## src/sv/shs_pkg.sv

```systemverilog
package shs_pkg;

    localparam int DATA_W    = 64;
    localparam int WORD_W    = 32;
    localparam int BYTE_W    = 8;
    localparam int CNT_W     = 6;
    localparam int POS_W     = 3;
    localparam int LANES     = 8;
    localparam int CFG_IDX_W = 2;

    // register indexes on the config channel
    localparam logic [CFG_IDX_W-1:0] REG_KEY_LOW    = 2'd0;
    localparam logic [CFG_IDX_W-1:0] REG_INIT_CONST = 2'd1;

    localparam logic [BYTE_W-1:0] CHAR_MASK  = 8'h05;
    localparam logic [BYTE_W-1:0] LEN_MARK   = 8'h80;
    localparam logic [BYTE_W-1:0] BLOCK_LEN  = 8'd8;
    localparam int                ROT_R      = 8;
    localparam int                ROT_L      = 3;

    // one unit of work handed from the front to the back
    typedef struct packed {
        logic                  fin;   // string end: finalize and emit
        logic [POS_W-1:0]      rem;   // bytes in the trailing partial block
        logic [DATA_W-1:0]     data;  // packed block
    } job_t;

    // control between back sequencer and cipher
    typedef struct packed {
        logic              start;
        logic [DATA_W-1:0] block;
    } cipher_req_t;

    // value enciphered at string end: accumulator with length tag folded in
    function automatic logic [DATA_W-1:0] final_word(input logic [DATA_W-1:0] acc,
                                                     input logic [POS_W-1:0]  rem);
        logic [BYTE_W-1:0] len_byte;
        logic [DATA_W-1:0] h;
        len_byte = (rem != '0) ? (BYTE_W'(rem) - BLOCK_LEN) : '0;
        h = acc ^ DATA_W'(len_byte);
        if (rem[0]) begin
            h[WORD_W +: BYTE_W] = h[WORD_W +: BYTE_W] ^ LEN_MARK;
        end else begin
            h[0 +: BYTE_W] = h[0 +: BYTE_W] ^ LEN_MARK;
        end
        return h;
    endfunction

endpackage

```

## src/sv/shs_front.sv

```systemverilog
module shs_front #(
    parameter int MAX_STRING_BYTES = 32
) (
    input  logic                     aclk,
    input  logic                     aresetn,
    input  logic                     beat_in,
    input  logic [shs_pkg::BYTE_W-1:0] char_byte,
    output logic                     push,
    output shs_pkg::job_t            push_job
);

    logic [shs_pkg::DATA_W-1:0] buf_reg, buf_next;
    logic [shs_pkg::CNT_W-1:0]  cnt_reg, cnt_next;
    logic [shs_pkg::DATA_W-1:0] packed_word;
    logic [shs_pkg::CNT_W-1:0]  cnt_inc;
    logic [shs_pkg::BYTE_W-1:0] masked;

    assign masked  = char_byte ^ shs_pkg::CHAR_MASK;
    assign cnt_inc = cnt_reg + 1'b1;

    always_comb begin
        packed_word = buf_reg;
        for (int i = 0; i < shs_pkg::LANES; i++) begin
            if (cnt_reg[shs_pkg::POS_W-1:0] == shs_pkg::POS_W'(i)) begin
                packed_word[i*shs_pkg::BYTE_W +: shs_pkg::BYTE_W] = masked;
            end
        end
    end

    always_comb begin
        buf_next      = buf_reg;
        cnt_next      = cnt_reg;
        push          = 1'b0;
        push_job.fin  = 1'b0;
        push_job.rem  = cnt_reg[shs_pkg::POS_W-1:0];
        push_job.data = buf_reg;
        if (beat_in) begin
            if (char_byte == '0) begin
                push         = 1'b1;
                push_job.fin = 1'b1;
                buf_next     = '0;
                cnt_next     = '0;
            end else if (cnt_reg < shs_pkg::CNT_W'(MAX_STRING_BYTES)) begin
                cnt_next = cnt_inc;
                if (cnt_inc[shs_pkg::POS_W-1:0] == '0) begin
                    push          = 1'b1;
                    push_job.data = packed_word;
                    buf_next      = '0;
                end else begin
                    buf_next = packed_word;
                end
            end
        end
    end

    always_ff @(posedge aclk) begin
        if (!aresetn) begin
            buf_reg <= '0;
            cnt_reg <= '0;
        end else begin
            buf_reg <= buf_next;
            cnt_reg <= cnt_next;
        end
    end

endmodule

```

## src/sv/shs_queue.sv

```systemverilog
module shs_queue (
    input  logic          aclk,
    input  logic          aresetn,
    input  logic          push,
    input  shs_pkg::job_t push_job,
    input  logic          pop,
    output shs_pkg::job_t head,
    output logic          not_empty,
    output logic          full
);

    localparam int DEPTH = 2;

    shs_pkg::job_t slot_reg [DEPTH];
    logic          wr_ptr_reg, wr_ptr_next;
    logic          rd_ptr_reg, rd_ptr_next;
    logic [1:0]    cnt_reg, cnt_next;

    assign head      = slot_reg[rd_ptr_reg];
    assign not_empty = (cnt_reg != 2'd0);
    assign full      = (cnt_reg == 2'(DEPTH));

    always_comb begin
        wr_ptr_next = push ? ~wr_ptr_reg : wr_ptr_reg;
        rd_ptr_next = pop  ? ~rd_ptr_reg : rd_ptr_reg;
        cnt_next    = cnt_reg + 2'(push) - 2'(pop);
    end

    always_ff @(posedge aclk) begin
        if (push) begin
            slot_reg[wr_ptr_reg] <= push_job;
        end
    end

    always_ff @(posedge aclk) begin
        if (!aresetn) begin
            wr_ptr_reg <= 1'b0;
            rd_ptr_reg <= 1'b0;
            cnt_reg    <= '0;
        end else begin
            wr_ptr_reg <= wr_ptr_next;
            rd_ptr_reg <= rd_ptr_next;
            cnt_reg    <= cnt_next;
        end
    end

endmodule

```

## src/sv/shs_cipher.sv

```systemverilog
module shs_cipher #(
    parameter int ROUNDS = 27
) (
    input  logic                       aclk,
    input  logic                       aresetn,
    input  shs_pkg::cipher_req_t       req,
    input  logic [shs_pkg::DATA_W-1:0] key_low,
    input  logic [shs_pkg::DATA_W-1:0] init_constant,
    output logic                       busy,
    output logic [shs_pkg::DATA_W-1:0] result
);

    localparam int RND_W = $clog2(ROUNDS + 1);
    localparam int W     = shs_pkg::WORD_W;

    logic [W-1:0] x0_reg, x1_reg, k0_reg, k1_reg, k2_reg, k3_reg;
    logic [W-1:0] x0_next, x1_next, k0_next, nk1;
    logic [RND_W-1:0] rnd_reg;
    logic             busy_reg;
    logic [shs_pkg::DATA_W-1:0] hi_key;

    assign hi_key = key_low ^ init_constant;

    // one Speck round on data and key schedule side by side
    always_comb begin
        x0_next = ({x0_reg[shs_pkg::ROT_R-1:0], x0_reg[W-1:shs_pkg::ROT_R]} + x1_reg)
                  ^ k0_reg;
        x1_next = {x1_reg[W-shs_pkg::ROT_L-1:0], x1_reg[W-1:W-shs_pkg::ROT_L]} ^ x0_next;
        nk1     = ({k1_reg[shs_pkg::ROT_R-1:0], k1_reg[W-1:shs_pkg::ROT_R]} + k0_reg)
                  ^ W'(rnd_reg);
        k0_next = {k0_reg[W-shs_pkg::ROT_L-1:0], k0_reg[W-1:W-shs_pkg::ROT_L]} ^ nk1;
    end

    always_ff @(posedge aclk) begin
        if (req.start) begin
            x0_reg <= req.block[W-1:0];
            x1_reg <= req.block[2*W-1:W];
            k0_reg <= key_low[W-1:0];
            k1_reg <= key_low[2*W-1:W];
            k2_reg <= hi_key[W-1:0];
            k3_reg <= hi_key[2*W-1:W];
        end else if (busy_reg) begin
            x0_reg <= x0_next;
            x1_reg <= x1_next;
            k0_reg <= k0_next;
            k1_reg <= k2_reg;
            k2_reg <= k3_reg;
            k3_reg <= nk1;
        end
    end

    always_ff @(posedge aclk) begin
        if (!aresetn) begin
            busy_reg <= 1'b0;
            rnd_reg  <= '0;
        end else if (req.start) begin
            busy_reg <= 1'b1;
            rnd_reg  <= '0;
        end else if (busy_reg) begin
            rnd_reg <= rnd_reg + 1'b1;
            if (rnd_reg == RND_W'(ROUNDS - 1)) begin
                busy_reg <= 1'b0;
            end
        end
    end

    assign busy   = busy_reg;
    assign result = {x1_reg, x0_reg};

endmodule

```

## src/sv/shs_back.sv

```systemverilog
module shs_back (
    input  logic                       aclk,
    input  logic                       aresetn,
    input  shs_pkg::job_t              head,
    input  logic                       not_empty,
    output logic                       pop,
    output shs_pkg::cipher_req_t       req,
    input  logic                       cipher_busy,
    input  logic [shs_pkg::DATA_W-1:0] cipher_result,
    output logic                       m_tvalid,
    input  logic                       m_tready,
    output logic [shs_pkg::DATA_W-1:0] m_tdata
);

    localparam logic [1:0] ST_IDLE = 2'd0;
    localparam logic [1:0] ST_BLK  = 2'd1;
    localparam logic [1:0] ST_FIN  = 2'd2;

    logic [1:0]                 st_reg, st_next;
    logic                       fin_reg, fin_next;
    logic [shs_pkg::POS_W-1:0]  rem_reg, rem_next;
    logic [shs_pkg::DATA_W-1:0] acc_reg, acc_next, acc_blk;
    logic                       ov_reg, ov_next;
    logic [shs_pkg::DATA_W-1:0] od_reg, od_next;
    logic                       out_free;

    assign out_free = !ov_reg || m_tready;
    assign acc_blk  = acc_reg ^ cipher_result;

    always_comb begin
        st_next   = st_reg;
        fin_next  = fin_reg;
        rem_next  = rem_reg;
        acc_next  = acc_reg;
        ov_next   = (ov_reg && m_tready) ? 1'b0 : ov_reg;
        od_next   = od_reg;
        pop       = 1'b0;
        req.start = 1'b0;
        req.block = head.data;
        unique case (st_reg)
            ST_IDLE: begin
                if (not_empty) begin
                    pop       = 1'b1;
                    req.start = 1'b1;
                    fin_next  = head.fin;
                    rem_next  = head.rem;
                    if (head.fin && head.rem == '0) begin
                        req.block = shs_pkg::final_word(acc_reg, head.rem);
                        st_next   = ST_FIN;
                    end else begin
                        st_next = ST_BLK;
                    end
                end
            end
            ST_BLK: begin
                if (!cipher_busy) begin
                    acc_next = acc_blk;
                    if (fin_reg) begin
                        req.start = 1'b1;
                        req.block = shs_pkg::final_word(acc_blk, rem_reg);
                        st_next   = ST_FIN;
                    end else begin
                        st_next = ST_IDLE;
                    end
                end
            end
            ST_FIN: begin
                if (!cipher_busy && out_free) begin
                    ov_next  = 1'b1;
                    od_next  = cipher_result;
                    acc_next = '0;
                    st_next  = ST_IDLE;
                end
            end
            default: begin
                st_next = ST_IDLE;
            end
        endcase
    end

    always_ff @(posedge aclk) begin
        if (!aresetn) begin
            st_reg  <= ST_IDLE;
            acc_reg <= '0;
            ov_reg  <= 1'b0;
        end else begin
            st_reg  <= st_next;
            acc_reg <= acc_next;
            ov_reg  <= ov_next;
        end
    end

    always_ff @(posedge aclk) begin
        fin_reg <= fin_next;
        rem_reg <= rem_next;
        od_reg  <= od_next;
    end

    assign m_tvalid = ov_reg;
    assign m_tdata  = od_reg;

    a_start_idle: assert property (@(posedge aclk) disable iff (!aresetn)
        req.start |-> !cipher_busy)
        else $error("cipher restarted mid-run");

    a_pop_nonempty: assert property (@(posedge aclk) disable iff (!aresetn)
        pop |-> not_empty)
        else $error("pop from empty queue");

    a_emit_clears: assert property (@(posedge aclk) disable iff (!aresetn)
        (st_reg == ST_FIN && !cipher_busy && out_free) |=> (acc_reg == '0 && ov_reg))
        else $error("hash emit did not clear accumulator");

    a_busy_in_run: assert property (@(posedge aclk) disable iff (!aresetn)
        (st_reg == ST_IDLE && not_empty) |=> cipher_busy)
        else $error("dispatched job did not start cipher");

endmodule

```

## src/sv/speck_string_hash.sv

```systemverilog
// Channel  | Ports                                   | Beat carries
// ---------+-----------------------------------------+-------------------------------
// in       | s_tvalid s_tready s_tdata[7:0]          | [7:0] char_byte
// out      | m_tvalid m_tready m_tdata[63:0]         | [63:0] hash_value
// config   | cfg_valid cfg_ready cfg_index cfg_data  | idx 0 key_low, idx 1 init_constant
//
// The front packs each accepted byte; every 8th counted byte (and the
// terminating zero) queues a job. The back runs one cipher round per cycle,
// one block at a time. A terminating zero needs an encipherment of the
// final word, after the zero-padded tail block if one is open, before the
// hash beat; block jobs still queued ahead of it in the back go first.
// s_tready drops only while the two-entry job queue is full; a stalled m_tready
// holds the back in its final state. aresetn is synchronous; no clearing pass.
module speck_string_hash #(
    parameter int MAX_STRING_BYTES = 32,
    parameter int ROUNDS           = 27
) (
    input  logic                          aclk,
    input  logic                          aresetn,
    input  logic                          s_tvalid,
    output logic                          s_tready,
    input  logic [7:0]                    s_tdata,    // [7:0] char_byte
    output logic                          m_tvalid,
    input  logic                          m_tready,
    output logic [63:0]                   m_tdata,    // [63:0] hash_value
    input  logic                          cfg_valid,
    output logic                          cfg_ready,
    input  logic [shs_pkg::CFG_IDX_W-1:0] cfg_index,
    input  logic [63:0]                   cfg_data
);

    logic [shs_pkg::DATA_W-1:0] key_low_reg, init_const_reg;
    logic                       beat_in;
    logic                       push, pop, q_not_empty, q_full;
    shs_pkg::job_t              push_job, head;
    shs_pkg::cipher_req_t       req;
    logic                       cipher_busy;
    logic [shs_pkg::DATA_W-1:0] cipher_result;

    // config always taken; host must write only while no beat is in flight; not enforced
    assign cfg_ready = 1'b1;

    always_ff @(posedge aclk) begin
        if (!aresetn) begin
            key_low_reg    <= '0;
            init_const_reg <= '0;
        end else if (cfg_valid) begin
            if (cfg_index == shs_pkg::REG_KEY_LOW) begin
                key_low_reg <= cfg_data;
            end else if (cfg_index == shs_pkg::REG_INIT_CONST) begin
                init_const_reg <= cfg_data;
            end
        end
    end

    // each byte can queue at most one job, so a free slot is enough
    assign s_tready = !q_full;
    assign beat_in  = s_tvalid && s_tready;

    shs_front #(
        .MAX_STRING_BYTES(MAX_STRING_BYTES)
    ) u_front (
        .aclk      (aclk),
        .aresetn   (aresetn),
        .beat_in   (beat_in),
        .char_byte (s_tdata),
        .push      (push),
        .push_job  (push_job)
    );

    shs_queue u_queue (
        .aclk      (aclk),
        .aresetn   (aresetn),
        .push      (push),
        .push_job  (push_job),
        .pop       (pop),
        .head      (head),
        .not_empty (q_not_empty),
        .full      (q_full)
    );

    shs_cipher #(
        .ROUNDS(ROUNDS)
    ) u_cipher (
        .aclk          (aclk),
        .aresetn       (aresetn),
        .req           (req),
        .key_low       (key_low_reg),
        .init_constant (init_const_reg),
        .busy          (cipher_busy),
        .result        (cipher_result)
    );

    shs_back u_back (
        .aclk          (aclk),
        .aresetn       (aresetn),
        .head          (head),
        .not_empty     (q_not_empty),
        .pop           (pop),
        .req           (req),
        .cipher_busy   (cipher_busy),
        .cipher_result (cipher_result),
        .m_tvalid      (m_tvalid),
        .m_tready      (m_tready),
        .m_tdata       (m_tdata)
    );

endmodule

```

## config.mk

```make
export PLATFORM = sky130hd
export DESIGN_NAME = speck_string_hash
export DESIGN_NICKNAME = d
export VERILOG_FILES = /design/src/sv/shs_pkg.sv /design/src/sv/shs_front.sv /design/src/sv/shs_queue.sv /design/src/sv/shs_cipher.sv /design/src/sv/shs_back.sv /design/src/sv/speck_string_hash.sv
export SDC_FILE = /design/constraint.sdc
export NUM_CORES = 1
export LEC_CHECK = 0
export BUFFER_PORTS_ARGS = -buffer_cell sky130_fd_sc_hd__buf_4
export CORE_UTILIZATION = 60
export CTS_CLUSTER_DIAMETER = 120
export DETAILED_ROUTE_END_ITERATION = 10
export PLACE_DENSITY = 0.77
export SLEW_MARGIN = 20
export SYNTH_ARGS = -nofsm -noshare
export SYNTH_HDL_FRONTEND = slang
export SYNTH_SLANG_ARGS = --single-unit
```

## constraint.sdc

```tcl
create_clock -name aclk -period 24.2 [get_ports aclk]
set_clock_uncertainty 0.2 [all_clocks]
set_input_delay 2.42 -clock aclk [delete_from_list [all_inputs] [get_ports aclk]]
set_output_delay 2.42 -clock aclk [all_outputs]
set_load 0.01 [all_outputs]
```

==> flow_metrics.tcl, run 1 <==
set metrics [dict create \
    synth_area_leaders "edfxtp_1 36%, dfxtp_1 17%, nand2_1 7.5%" \
    insertion_delay_ns 0.61 \
    initial_core_util_pct 60.7 \
    crit_type "flop to flop" \
    reg2regPathDepth 8 \
    fillCellCount 4023 \
    grt_first_pass_wirelength_mm 135 \
    period_minus_slack_ns 5.86 \
    dp_hpwl_mm 56.6 \
    worst_pin_slew_ns 1.06 \
    synth_edf_count 396 \
    first_pass_iters 6 \
    vias 25000 \
    ys.warnings.count 0 \
    status "completed" \
    leakage_uw 0.0134 \
    grt_max_degree 200 \
    min_path_type "flop to flop" \
    hold_violations 0 \
    antenna_found_initial 0 \
    final_antenna_net_count 0 \
    async_flop_share_pct 0 \
    fp.dieH_um 235 \
    setup_viol 0 \
    worstPathArrival_ns 5.89 \
    crit_fanout 75 \
    power_uw 5970 \
    place_inst 3921 \
    viasPerCell 6.16 \
    clk_pin_slew_ns 0.06 \
    cts.sinks 672 \
    synth_seq_cells 672 \
    grt.overflow.total 0 \
    instances_no_fill 4052 \
    cts_resized 0 \
    syn_to_final_growth_pct 12.1 \
    cts_buffer_depth 3 \
    syn_area_per_cell_um2 10.1 \
    avgRoutedWirePerCell_um 21.4 \
    fin_setup_tns_ns 0 \
    seq_area_frac_synth_pct 53.3 \
    synth_top_area_cell "edfxtp_1" \
    io_buffers 144 \
    syn-instance-count 3243 \
    gp_congestion 0.925 \
    core.rowCount 85 \
    cp_slowest_cell "buf_4" \
    finalCritPeriodShare_pct 24.2 \
    slowest_delay_ns 0.88 \
    cts_inserted_buffers 70 \
    drt_iter0_markers 2620 \
    drc_errors 0 \
    start_kind "flop" \
    min_from "init_const_reg[37]" \
    rsz0062_at_grt "false" \
    reg2reg_from "u_back.st_reg[0]" \
    drive_above_1_share_pct 10.6 \
    grt_usage_pct 31.1 \
    power.density_nw_per_um2 163 \
    crit_top_cell "buf_4" \
    cts_tree "done" \
    cts_hold_buf 0 \
    cp_cell_sequence "nor2b_1 > nor2b_4 > buf_4 > and2_2 > buf_4 > or3_4 > buf_4 > buf_4" \
    dieArea_um2 55400 \
    syn-num-nets 3396 \
    synth_top_area_share_pct 36.4 \
    post-cts-setup-buffer-count 0 \
    synthFlopType "edfxtp_1" \
    die-width_um 235 \
    wl_mm 86.8 \
    peakVddDrop_mv 0.106 \
    reg2reg_slack_ns 18.34 \
    largest_reg_flops 136 \
    htreeDepth 3 \
    max-slew-margin-rel_pct 29.2 \
    worstPathRequired_ns 24.22 \
    fmax_mhz 171 \
    cts-root-buf "clkbuf_16" \
    critPathCapture "u_cipher.k3_reg[18]" \
    diodes 0 \
    synthDistinctLibCells 77 \
    core_um2 53800 \
    crit_start "u_back.st_reg[0]" \
    reg2reg_to "u_cipher.k3_reg[18]" \
    num-nets-final 3451 \
    cp-end-kind "flop" \
    io_pins 146 \
    netlist_area_um2 32700 \
    drv_slew 0 \
    drv_cap 0 \
    first_global_vias 23800 \
]
## per-stage QoR
stage               setup WS [ns]  utilization [%]  area, um^2  hold slack [ns]
floorplan                   13.17                -       32700            0.252
global placement            18.46             63.5       34200            0.266
detailed placement          18.36             63.5       34200            0.270
CTS                         18.35             68.0       36600            0.281
global route                17.99             68.0       36600            0.298
finish                      18.34             68.0       36600            0.274
## logic make-up after synthesis
kind of cell	after synthesis	share of synthesized area [%]
flops	672	53.3
compound gates	833	16.2
fa+ha+maj	74	2.88
buf+inv	211	2.48
other cells	1	0.0115
mux	114	3.68
simple gates	1095	14.6
xor+xnor	243	6.82
## power breakdown
| group | total [uW] | internal [uW] | switching, uW |
|---|---|---|---|
| sequential | 2060 | 1750 | 315 |
| combinational | 2790 | 1070 | 1720 |
| clock | 1120 | 664 | 454 |
| total | 5970 | 3480 | 2490 |
## metal layers
layer  vias to the layer above  track usage, %  routed length, um
met5                         -               0                  0
met4                         0            14.6               3710
met3                       194            4.66               6680
met2                      1083            48.3              39700
met1                     12100            43.2              36700
li1                      11600               -                  -
## synthesized netlist by cell type (11+ instances only)
library cell	count
nand2b_1	16
o21ai_0	255
o22ai_1	14
ha_1	72
nand2_1	656
clkbuf_1	152
xor2_1	77
nor2b_1	118
nor2_1	171
a21boi_0	134
a22oi_1	53
o211a_1	21
mux2_2	47
o221ai_1	35
a31oi_1	13
and2_1	34
a21o_1	29
o21bai_1	11
and3_1	20
inv_1	27
nand3_1	22
edfxtp_1	396
mux2i_1	66
xnor2_1	159
buf_1	21
dfxtp_1	276
o21ai_1	15
a21oi_1	183
o21a_1	22
## critical path: cells and delay by family (launching register included)
kind          cells  cell delay (ns)
buf+inv           4             3.02
flops             1             0.43
simple gates      4             1.67
## area by class of cell
class	instances	area [um^2]	area share [%]
Sequential cell	672	17400	47.6
Multi-Input combinational cell	2360	14500	39.6
Clock buffer	100	2060	5.64
Timing Repair Buffer	167	1290	3.52
Tap cell	696	871	2.38
Clock inverter	30	348	0.950
Inverter	27	101	0.277
## worst min path at each step
stage                                endpoint  cells after the start
after global routing       init_const_reg[33]                      2
after CTS                  init_const_reg[61]                      2
after floorplan           u_front.buf_reg[57]                      1
after global placement    u_front.buf_reg[62]                      1
after detailed placement  u_front.buf_reg[60]                      1
final                      init_const_reg[37]                      2
## cells in the final DEF, fill, tap and decap left out, types with 53 or more instances in the layout
| master | count |
|---|---|
| a21boi_0 | 134 |
| a21oi_1 | 183 |
| a22oi_1 | 53 |
| buf_4 | 164 |
| clkbuf_16 | 74 |
| dfxtp_1 | 275 |
| edfxtp_1 | 396 |
| ha_1 | 72 |
| mux2i_1 | 66 |
| nand2_1 | 655 |
| nor2_1 | 170 |
| nor2b_1 | 117 |
| o21ai_0 | 255 |
| xnor2_1 | 159 |
| xor2_1 | 77 |
Power figures use the tool's default switching activity.
==> inputs of run 2 (changes only) <==
--- a/config.mk
+++ b/config.mk
@@ -6,10 +6,10 @@
 export NUM_CORES = 1
 export LEC_CHECK = 0
 export BUFFER_PORTS_ARGS = -buffer_cell sky130_fd_sc_hd__buf_4
-export CORE_UTILIZATION = 60
+export CORE_UTILIZATION = 56
 export CTS_CLUSTER_DIAMETER = 120
 export DETAILED_ROUTE_END_ITERATION = 10
-export PLACE_DENSITY = 0.77
+export PLACE_DENSITY = 0.75
 export SLEW_MARGIN = 20
 export SYNTH_ARGS = -nofsm -noshare
 export SYNTH_HDL_FRONTEND = slang
==> constraint.sdc (replaced) <==
create_clock -name aclk -period 4.9 [get_ports aclk]
set_clock_uncertainty 0.2 [all_clocks]
set_input_delay 0.49 -clock aclk [delete_from_list [all_inputs] [get_ports aclk]]
set_output_delay 0.49 -clock aclk [all_outputs]
set_load 0.01 [all_outputs]
==> run 2 against run 1 <==
  * Die area grew 7.1%
  * Sequential share of layout area is 0.75 points lower
  * Largest power group unchanged
  * Critical path depth rose by 4
  * Via count increased by 1.2%
  * Largest cell class unchanged
  * Cell area is 1.6% higher
  * Total power grew to 4.9 times the previous value
==> flow_metrics.tcl, run 2 (synthesized netlist as in run 1, its figures left out) <==
set metrics [dict create \
    status "completed" \
    viasPerCell 6.04 \
    avgRoutedWirePerCell_um 21.4 \
    worstPathArrival_ns 4.08 \
    first_global_vias 24000 \
    p_switching_uw 12300 \
    antenna_found_initial 0 \
    swShare_pct 41.9 \
    start_kind "flop" \
    pwr-share-comb_pct 47.8 \
    power.density_nw_per_um2 789 \
    initial_core_util_pct 56.6 \
    period_minus_slack_ns 3.95 \
    p_clk_share_pct 17.7 \
    drc_errors 0 \
    diodes 0 \
    fp.dieH_um 243 \
    stdcell_area_um2 37200 \
    dieArea_um2 59300 \
    drt_iter0_markers 2323 \
    gp_congestion 0.908 \
    crit_top_cell "a21oi_1" \
    fin_setup_tns_ns 0 \
    drv_slew 0 \
    io_buffers 144 \
    dp_slack_ns 1.03 \
    cts.sinks 672 \
    cts_buffer_depth 3 \
    vias 25300 \
    cp_cell_sequence "ha_1 > inv_1 > fa_1 > nand2b_1 > a21oi_1 > o221ai_1 > o31ai_2 > a21oi_1 > o21ai_0 > xnor2_1 > xor2_1 > a21oi_1" \
    finalCritPeriodShare_pct 80.7 \
    cts_resized 0 \
    layout_commonest_cell "nand2_1" \
    final_antenna_net_count 0 \
    cp-end-kind "flop" \
    hold_violations 0 \
    core.rowCount 88 \
    cts-root-buf "clkbuf_16" \
    core_um2 57700 \
    rsz0062_at_grt "false" \
    grt_usage_pct 29.7 \
    dp_hpwl_mm 58.7 \
    setup_viol 0 \
    internal_power_uw 17000 \
    leakage_uw 0.0136 \
    crit_fanout 6 \
    grt.overflow.total 0 \
    clk_pin_slew_ns 0.06 \
    peakVddDrop_mv 0.667 \
    fmax_mhz 253 \
    cp_slowest_cell "o31ai_2" \
    path_buf_inv 1 \
    drv_cap 0 \
    path_delay_family "compound AO/OA/AOI/OAI gates" \
    wl_mm 89.6 \
    worst_pin_slew_ns 1.15 \
    htreeDepth 3 \
    placed_area_um2 34400 \
    cts_inserted_buffers 69 \
    die-width_um 243 \
    p_seq_share_pct 34.5 \
    crit_type "flop to flop" \
    min_path_type "primary input to flop" \
    final_core_util_pct 64.5 \
    layout_common_cells "655 x nand2_1, 396 x edfxtp_1, 275 x dfxtp_1" \
    syn_to_final_growth_pct 13.9 \
    cts_tree "done" \
    num-nets-final 3522 \
    fin_ws_ns 0.946 \
    worstPathRequired_ns 5.03 \
    grt_max_degree 144 \
    drive_above_1_share_pct 10.3 \
    insertion_delay_ns 0.60 \
    largest_reg_flops 136 \
    grt_first_pass_wirelength_mm 137 \
    io_pins 146 \
    first_pass_iters 6 \
    max-slew-margin-rel_pct 23.4 \
    slowest_delay_ns 0.57 \
]
-- run 2: changes by cell type in the layout (fill, tap and decap cells not counted), sizes merged --
cell,delta
bufinv,-2
dlygate4sd3,+64
clkinvlp,-4
buf,+8
inv,-2
clkbuf,-3
clkinv,+2
-- run 2: repair_timing --
| item | in CTS | in global routing |
|---|---|---|
| hold buffers | 64 | 0 |
| endpoints found under the setup margin | 0 | 0 |
| buffers inserted | 0 | 0 |
| hold endpoints to repair | 128 | 0 |
-- run 2: power groups by stage --
stage / logic (uW) / clock network (uW) / registers (uW)
after floorplan: 10200 / 0 / 9570
after global placement: 13300 / 0 / 10100
after detailed placement: 13600 / 0 / 10200
after CTS: 13800 / 5240 / 10100
after global routing: 15200 / 5460 / 10200
final: 14000 / 5190 / 10100
-- run 2: per-stage QoR --
| step | power [uW] | hold WS (ns) | cells |
|---|---|---|---|
| finish | 29300 | 0.0739 | 4184 |
| global route | 30900 | 0.0810 | 4184 |
| CTS | 29100 | 0.0466 | 4184 |
| detailed placement | 23800 | 0.268 | 3999 |
| global placement | 23400 | 0.263 | 3999 |
| floorplan | 19800 | 0.252 | 3243 |
-- run 2: cell type report --
| class | count | area, um^2 |
|---|---|---|
| clock buffer | 97 | 1950 |
| clock inverter | 24 | 231 |
| fill | 4547 | 20500 |
| inverter | 27 | 101 |
| multi-input combinational | 2360 | 14500 |
| sequential | 672 | 17400 |
| tap | 765 | 957 |
| timing repair buffer | 239 | 2010 |
-- run 2: tightest hold or removal path: stages --
cell and delay, ns:
buf_4 0.07, nor2b_1 0.07, o21a_1 0.19
-- run 2: routing by layer --
layer	track usage, %	up-vias	part of all wire [%]
met2	46.8	1107	46
met3	4.49	192	8.1
met4	12.4	0	3.9
met1	41.1	12300	42
met5	0	-	0
li1	-	11700	-
-- run 2: path summary, 6_finish.rpt --
kind                         endpoint                from  slack [ns]  cells after the start
setup / recovery  u_cipher.x1_reg[28]  u_cipher.x1_reg[0]        0.95                     12
hold / removal        u_back.m_tvalid            m_tready        0.07                      3
setup reg to reg  u_cipher.x1_reg[28]  u_cipher.x1_reg[0]        0.95                     12
hold reg to reg     init_const_reg[6]   init_const_reg[6]        0.28                      2
